<file path="config.mk">
export PLATFORM = sky130hd
export DESIGN_NAME = edge_event_lockout_debouncer_unit
export DESIGN_NICKNAME = d
export VERILOG_FILES = /design/src/sv/eeld_pkg.sv /design/src/sv/edge_event_lockout_debouncer_unit.sv
export SDC_FILE = /design/constraint.sdc
export NUM_CORES = 1
export LEC_CHECK = 0
export ABC_AREA = 1
export BUFFER_PORTS_ARGS = -buffer_cell sky130_fd_sc_hd__buf_2
export CORE_ASPECT_RATIO = 0.8
export CORE_MARGIN = 3
export CORE_UTILIZATION = 35
export DETAILED_ROUTE_END_ITERATION = 7
export SYNTH_ARGS = -nofsm -noshare
export SYNTH_HDL_FRONTEND = slang
export SYNTH_SLANG_ARGS = --single-unit
</file>
<file path="constraint.sdc">
create_clock -name clk_i -period 2.65 [get_ports clk_i]
set_clock_uncertainty 0.05 [all_clocks]
set_input_delay 0.53 -clock clk_i [delete_from_list [all_inputs] [get_ports clk_i]]
set_output_delay 0.53 -clock clk_i [all_outputs]
set_load 0.03 [all_outputs]
</file>
<file path="src/sv/eeld_pkg.sv">
// Package for the edge event lockout debouncer: field widths, register
// indexes and operation codes. No dependencies.
package eeld_pkg;

  localparam int unsigned NumChannels = 8;
  localparam int unsigned SampleW     = 8;
  localparam int unsigned RegW        = 8;
  localparam int unsigned CfgAddrW    = 3;
  localparam int unsigned OutDataW    = 16;

  // Operation codes carried on the input tuser.
  localparam logic OpScan  = 1'b0;
  localparam logic OpFetch = 1'b1;

  // Configuration register indexes.
  localparam logic [CfgAddrW-1:0] RegRisingMask  = 3'd0;
  localparam logic [CfgAddrW-1:0] RegFallingMask = 3'd1;
  localparam logic [CfgAddrW-1:0] RegLockoutMask = 3'd2;
  localparam logic [CfgAddrW-1:0] RegLockoutTime = 3'd3;
  localparam logic [CfgAddrW-1:0] RegTickDivider = 3'd4;

  // Register reset values.
  localparam logic [RegW-1:0] RisingMaskRst  = 8'h00;
  localparam logic [RegW-1:0] FallingMaskRst = 8'h00;
  localparam logic [RegW-1:0] LockoutMaskRst = 8'hff;
  localparam logic [RegW-1:0] LockoutTimeRst = 8'd20;
  localparam logic [RegW-1:0] TickDividerRst = 8'd10;

  typedef logic [RegW-1:0] timer_t;

  typedef struct packed {
    logic [SampleW-1:0] levels;
    logic [SampleW-1:0] events;
  } result_t;

endpackage

</file>
<file path="src/sv/edge_event_lockout_debouncer_unit.sv">
// Top level of the edge event lockout debouncer: edge qualification, lockout
// timers, event latch and a two-entry result queue. Depends on eeld_pkg.
//
//  channel  dir  payload                                   handshake
//  s_axis   in   tuser: operation[0]; tdata: sample[7:0]   tvalid/tready
//  m_axis   out  tdata: events[7:0], levels[15:8]          tvalid/tready
//  cfg      in   cfg_addr_i index, cfg_wdata_i value       cfg_we_i, no wait
//
// One item per cycle while s_axis_tready is high: the whole scan or fetch is
// evaluated in the cycle of its input transfer and the result is written to a
// two-entry output queue. With the queue empty, a result is visible on m_axis
// in the cycle after its input transfer; otherwise it waits behind the older entry.
// s_axis_tready drops only when both queue entries hold results not yet taken.
// Reset (rst_ni low, asynchronous) clears timers, latch, previous sample,
// tick counter and queue, and loads register reset values.
module edge_event_lockout_debouncer_unit (
  input  logic                            clk_i,
  input  logic                            rst_ni,
  // configuration write port
  input  logic                            cfg_we_i,
  input  logic [eeld_pkg::CfgAddrW-1:0]   cfg_addr_i,
  input  logic [eeld_pkg::RegW-1:0]       cfg_wdata_i,
  // input stream
  input  logic                            s_axis_tvalid,
  output logic                            s_axis_tready,
  input  logic [eeld_pkg::SampleW-1:0]    s_axis_tdata,  // [7:0] sample
  input  logic                            s_axis_tuser,  // [0] operation
  // output stream
  output logic                            m_axis_tvalid,
  input  logic                            m_axis_tready,
  output logic [eeld_pkg::OutDataW-1:0]   m_axis_tdata   // [7:0] events, [15:8] levels
);
  import eeld_pkg::*;

  // Configuration registers
  logic [RegW-1:0] rise_mask_q, fall_mask_q, lock_mask_q, lock_time_q, tick_div_q;

  always_ff @(posedge clk_i or negedge rst_ni) begin
    if (!rst_ni) begin
      rise_mask_q <= RisingMaskRst;
      fall_mask_q <= FallingMaskRst;
      lock_mask_q <= LockoutMaskRst;
      lock_time_q <= LockoutTimeRst;
      tick_div_q  <= TickDividerRst;
    end else if (cfg_we_i) begin
      case (cfg_addr_i)
        RegRisingMask:  rise_mask_q <= cfg_wdata_i;
        RegFallingMask: fall_mask_q <= cfg_wdata_i;
        RegLockoutMask: lock_mask_q <= cfg_wdata_i;
        RegLockoutTime: lock_time_q <= cfg_wdata_i;
        RegTickDivider: tick_div_q  <= cfg_wdata_i;
        default: ;  // unused indexes are dropped
      endcase
    end
  end

  // Handshakes
  logic       push, pop;
  logic [1:0] count_q, count_d;

  assign s_axis_tready = (count_q != 2'd2);
  assign push          = s_axis_tvalid & s_axis_tready;
  assign pop           = m_axis_tvalid & m_axis_tready;

  logic               is_fetch;
  logic [SampleW-1:0] sample;
  assign is_fetch = (s_axis_tuser == OpFetch);
  assign sample   = s_axis_tdata;

  // Core state
  logic [SampleW-1:0] prev_q, prev_d;
  timer_t             timer_q [NumChannels];
  timer_t             timer_d [NumChannels];
  logic [RegW-1:0]    tick_cnt_q, tick_cnt_d;
  logic [SampleW-1:0] latch_ev_q, latch_ev_d;
  logic [SampleW-1:0] latch_lv_q, latch_lv_d;

  logic [SampleW-1:0] edges, enable, qual, timer_nz;
  logic               tick;
  timer_t             loaded;
  result_t            res;

  // Edge select: rising where the new bit is high, falling where it is low.
  assign edges = (sample ^ prev_q) & ((sample & rise_mask_q) | (~sample & fall_mask_q));
  assign tick  = (tick_cnt_q == '0);
  assign qual  = edges & enable;

  always_comb begin
    enable   = '0;
    timer_nz = '0;
    for (int i = 0; i < NumChannels; i++) begin
      enable[i]   = (timer_q[i] == '0);
      timer_nz[i] = (timer_q[i] != '0);
    end
  end

  always_comb begin
    prev_d     = prev_q;
    tick_cnt_d = tick_cnt_q;
    latch_ev_d = latch_ev_q;
    latch_lv_d = latch_lv_q;
    loaded     = '0;
    for (int i = 0; i < NumChannels; i++) timer_d[i] = timer_q[i];
    res.events = '0;
    res.levels = '0;

    if (is_fetch) begin
      res.events = latch_ev_q;
      res.levels = (latch_ev_q != '0) ? latch_lv_q : '0;
      if (push) latch_ev_d = '0;
    end else begin
      res.events = qual;
      res.levels = sample;
      if (push) begin
        prev_d = sample;
        if (qual != '0) begin
          latch_ev_d = qual;
          latch_lv_d = sample;
        end
        // A timer loaded on a tick scan also takes that tick.
        for (int i = 0; i < NumChannels; i++) begin
          loaded = (qual[i] && lock_mask_q[i]) ? lock_time_q : timer_q[i];
          timer_d[i] = (tick && loaded != '0) ? loaded - timer_t'(1) : loaded;
        end
        if (tick) begin
          // divider of zero behaves as one
          tick_cnt_d = (tick_div_q == '0) ? '0 : tick_div_q - RegW'(1);
        end else begin
          tick_cnt_d = tick_cnt_q - RegW'(1);
        end
      end
    end
  end

  always_ff @(posedge clk_i or negedge rst_ni) begin
    if (!rst_ni) begin
      prev_q     <= '0;
      tick_cnt_q <= '0;
      latch_ev_q <= '0;
      latch_lv_q <= '0;
      for (int i = 0; i < NumChannels; i++) timer_q[i] <= '0;
    end else begin
      prev_q     <= prev_d;
      tick_cnt_q <= tick_cnt_d;
      latch_ev_q <= latch_ev_d;
      latch_lv_q <= latch_lv_d;
      for (int i = 0; i < NumChannels; i++) timer_q[i] <= timer_d[i];
    end
  end

  // Two-entry result queue
  result_t qmem [2];
  logic    wr_ptr_q, rd_ptr_q;

  always_comb begin
    count_d = count_q;
    case ({push, pop})
      2'b10:   count_d = count_q + 2'd1;
      2'b01:   count_d = count_q - 2'd1;
      default: count_d = count_q;
    endcase
  end

  always_ff @(posedge clk_i) begin
    if (push) qmem[wr_ptr_q] <= res;
  end

  always_ff @(posedge clk_i or negedge rst_ni) begin
    if (!rst_ni) begin
      count_q  <= '0;
      wr_ptr_q <= 1'b0;
      rd_ptr_q <= 1'b0;
    end else begin
      count_q <= count_d;
      if (push) wr_ptr_q <= ~wr_ptr_q;
      if (pop)  rd_ptr_q <= ~rd_ptr_q;
    end
  end

  assign m_axis_tvalid = (count_q != 2'd0);
  assign m_axis_tdata  = qmem[rd_ptr_q];

  // Assertions
  a_count_bound: assert property (@(posedge clk_i) disable iff (!rst_ni)
    count_q != 2'd3)
    else $error("result queue count out of range");

  a_fetch_clears: assert property (@(posedge clk_i) disable iff (!rst_ni)
    (push && is_fetch) |=> (latch_ev_q == '0))
    else $error("fetch did not clear latched events");

  a_lockout_starts: assert property (@(posedge clk_i) disable iff (!rst_ni)
    (push && !is_fetch && lock_time_q > 8'd1) |=>
      ((timer_nz & $past(qual & lock_mask_q)) == $past(qual & lock_mask_q)))
    else $error("reported event did not start lockout");

  a_locked_no_event: assert property (@(posedge clk_i) disable iff (!rst_ni)
    (push && !is_fetch && count_q == 2'd0) |=>
      ((m_axis_tdata[SampleW-1:0] & $past(timer_nz)) == '0))
    else $error("event reported on locked channel");

endmodule
</file>
==> key figures <==
Layout
  • Final cell count without fillers: 2076
  • Post-layout util: approximately 40%
  • Layout cells sized above 1: roughly 13%
  • Fill cell count: 3284
  • Most frequent cells in the layout: nand2_1, inv_1, dfrtp_1
  • Area grow syn2layout: 12.53%
  • Final #Nets: roughly 1700
  • Most common cell after layout, fill and taps aside: nand2_1
  • Design Area, Final: 12640 um^2

Yosys
  • Number of flops mapped to enable cells by yosys: 32
  • Netlist Area Pre-Place: approximately 11000 um^2
  • Async set-reset flop share out of synthesis: 81.40%
  • Syn_nets: approximately 1600
  • Syn. warnings: 0
  • Register area share after synthesis: 39.88%
  • Yosys reg bits: 172
  • Synth area leaders: dfrtp_1, nand2_1, edfxtp_1
  • Syn Inst Count: between 1500 and 2000
  • Avg Inst Size Synth: between 7 and 8 um^2
  • Main synth FF type: dfrtp_1
  • Synth unique cells: 44
  • Yosys top cell by area: dfrtp_1
  • Synth top area share: around 29%

Floorplan
  • Row count: between 50 and 60
  • Die ar.: around 34000 um^2
  • DIE HEIGHT: 166.2 um
  • I/O pin cnt: between 40 and 50
  • Core Area: about 31000 um^2
  • Die Wd: slightly above 200 um
  • Initial cell density of the core: a little over a third

Worst setup path
  • Crit path required time: between 2 and 3 ns
  • Worst path max stage delay: around 0.4 ns
  • Critical path class: register to register
  • CP Launch Type: register
  • Worst-path maximum fanout: 10
  • Highest-delay cell along the critical path: dfrtp_1
  • Kind of end point of the critical path: register
  • Top delay family on crit path: simple AND/OR/NAND/NOR gates
  • CP Data Arrival Time: roughly 2.7 ns
  • Crit path buffers/inverters: 2
  • Critical-path cell list: nor2_1, nand2_2, nor2_8, nand3_4, o21ai_1, inv_1, ha_1, nand2_1, nor2_1, nand2_2, nand2_4, inv_4, nand2_1, nand3_1, o21ai_1

Pwr
  • Power per Cell Area: between 1000 and 1500 nW/um^2
  • Leak Pwr: roughly 6.8 nW
  • Final Power: 16.23 mW
  • Max VDD drop: a little under 0.5 mV

Route
  • DRC: 0
  • Vias/cell: between 4 and 5
  • DRT iter0 DRCs: ~730
  • Routed WL: ~30000 um
  • Antenna viol nets, final: 0
  • Drt pass-1 iters: 7
  • DR vias: just over 10000
  • Wire length per cell: ~15 um

Place
  • Dpl ws: 0.1558 ns
  • Area of placed instances: about 12000 um^2
  • Inst Count DP: a little over 2000
  • Placer Congestion: around 0.85
  • Post-DP HPWL: ~21000 um
  • # port buffers: 42

Run status
  • Failing checks: negative hold slack
  • Status: finished, violations left

Timing
  • F_max: just over 400 MHz
  • Minimum clock period: approximately 2.5 ns
  • Fin. Hold Viols: 6
  • # setup viols final: 0
  • Setup TNS: 0 ns
  • Worst-margin pin slew: roughly 0.75 ns
  • Final setup margin: between 0.15 and 0.2 ns
  • Max-slew headroom: 50.06%
  • Final period util: between 90% and 100%
  • RSZ-0062 raised after global routing: false
  • Hold_ws: -0.01463 ns
  • Final Max Slew Viols: 0

GRT
  • Initial antenna violation count: 0
  • Largest net degree at the start of global routing: roughly 110
  • Total Routing Usage GR: between 15 and 20%
  • First-pass GRT wire length: 49430 um
  • Vias in the first global route: ~9000
  • Global route overflow: 0

Clock tree
  • CTS root buffer: clkbuf_16
  • CTS tree: yes
  • CTS sink cnt: around 170
  • Total CTS buffers: 17
  • Worst-Skew Late Latency: 0.45 ns
  • CTS max path bufs: 2
  • Clk slew on worst S/H paths: 0.07 ns
  • H-tree Lvls: 4

Flow run
  • MaxCap Viol Count: 0

Worst hold path
  • Hold WC Path Type: primary input to asynchronous set/reset pin
## repair_timing
item,in CTS,in global routing
setup buffers,0,0
endpoints found under the hold margin,0,0
hold buffers,0,0
setup endpoints to repair,0,5
gates resized for setup,0,1
## flip-flops by register name, summed over array words and instances (netlist names)
register	flops
latch_lv_q	8
qmem	32
lock_time_q	8
tick_cnt_q	8
fall_mask_q	8
count_q	2
rd_ptr_q	1
wr_ptr_q	1
lock_mask_q	8
rise_mask_q	8
timer_q	64
prev_q	8
latch_ev_q	8
tick_div_q	8
## layout make-up
| type | count | area [um^2] | share of cell area (%) |
|---|---|---|---|
| Multi-Input combinational cell | 1210 | 5887 | 46.57 |
| Sequential cell | 172 | 4479 | 35.43 |
| Inverter | 165 | 636.9 | 5.038 |
| Tap cell | 420 | 525.5 | 4.157 |
| Timing Repair Buffer | 76 | 521.8 | 4.127 |
| Clock buffer | 21 | 493.0 | 3.900 |
| Clock inverter | 11 | 95.09 | 0.7523 |
| Antenna cell | 1 | 2.502 | 0.01980 |
## cell usage after synthesis, types with 2 or more instances
library cell / number
inv_2: 7
o22ai_1: 8
nor2_4: 5
dfstp_2: 12
and2_1: 2
o21bai_2: 7
inv_4: 7
ha_1: 20
o21bai_1: 2
xnor2_1: 5
o21ai_1: 38
buf_6: 2
nor2_8: 6
nor4_1: 3
inv_1: 149
dfrtp_1: 128
nor3_1: 5
a21oi_1: 8
nand3_4: 8
clkbuf_1: 22
nand2_1: 702
nand3_1: 66
edfxtp_1: 32
nand2_4: 8
nand4_1: 76
clkinv_1: 2
buf_2: 14
nand4_2: 2
nand2_2: 27
xor2_1: 29
buf_4: 8
o21ai_0: 71
nor2_2: 10
nor2_1: 93
## worst paths after layout
path	startpoint	slack, ns	endpoint	cells after the start
worst min register to register	rise_mask_q[1]	0.44	rise_mask_q[1]	2
worst max-delay path	timer_q[23]	0.18	timer_q[17]	15
max in group asynchronous	rst_ni	1.84	tick_div_q[3]	2
worst min-delay path	rst_ni	-0.01	rd_ptr_q	1
worst max register to register	timer_q[23]	0.18	timer_q[17]	15
min in group clk_i	s_axis_tdata[7]	0.28	prev_q[7]	3
## per-layer routing
metal,up-vias,GRT usage (%),routed length [um]
met3,32,3.802,1689
met2,215,25.61,12850
met5,-,0,0
met4,0,4.631,453
li1,5159,-,-
met1,4682,27.43,15150
## power breakdown
group / total, mW / internal [mW] / switching (mW)
Combinational: 9.39 / 3.21 / 6.18
Sequential: 4.28 / 3.65 / 0.627
Clock: 2.56 / 1.37 / 1.19
Total: 16.2 / 8.23 / 8.00
## logic make-up (layout without fill, tap and decap cells)
kind of cell / Yosys count / after routing / synth area share, %
AO/OA/AOI/OAI: 141 / 141 / 7.106
XOR/XNOR: 34 / 34 / 2.651
adder cells (fa/ha/maj): 20 / 20 / 2.228
buffers and inverters: 212 / 273 / 7.797
flip-flops: 172 / 172 / 39.88
other: 0 / 1 / 0
AND/OR/NAND/NOR: 1015 / 1015 / 40.34
Note: power is estimated with default switching activity, not from simulation.
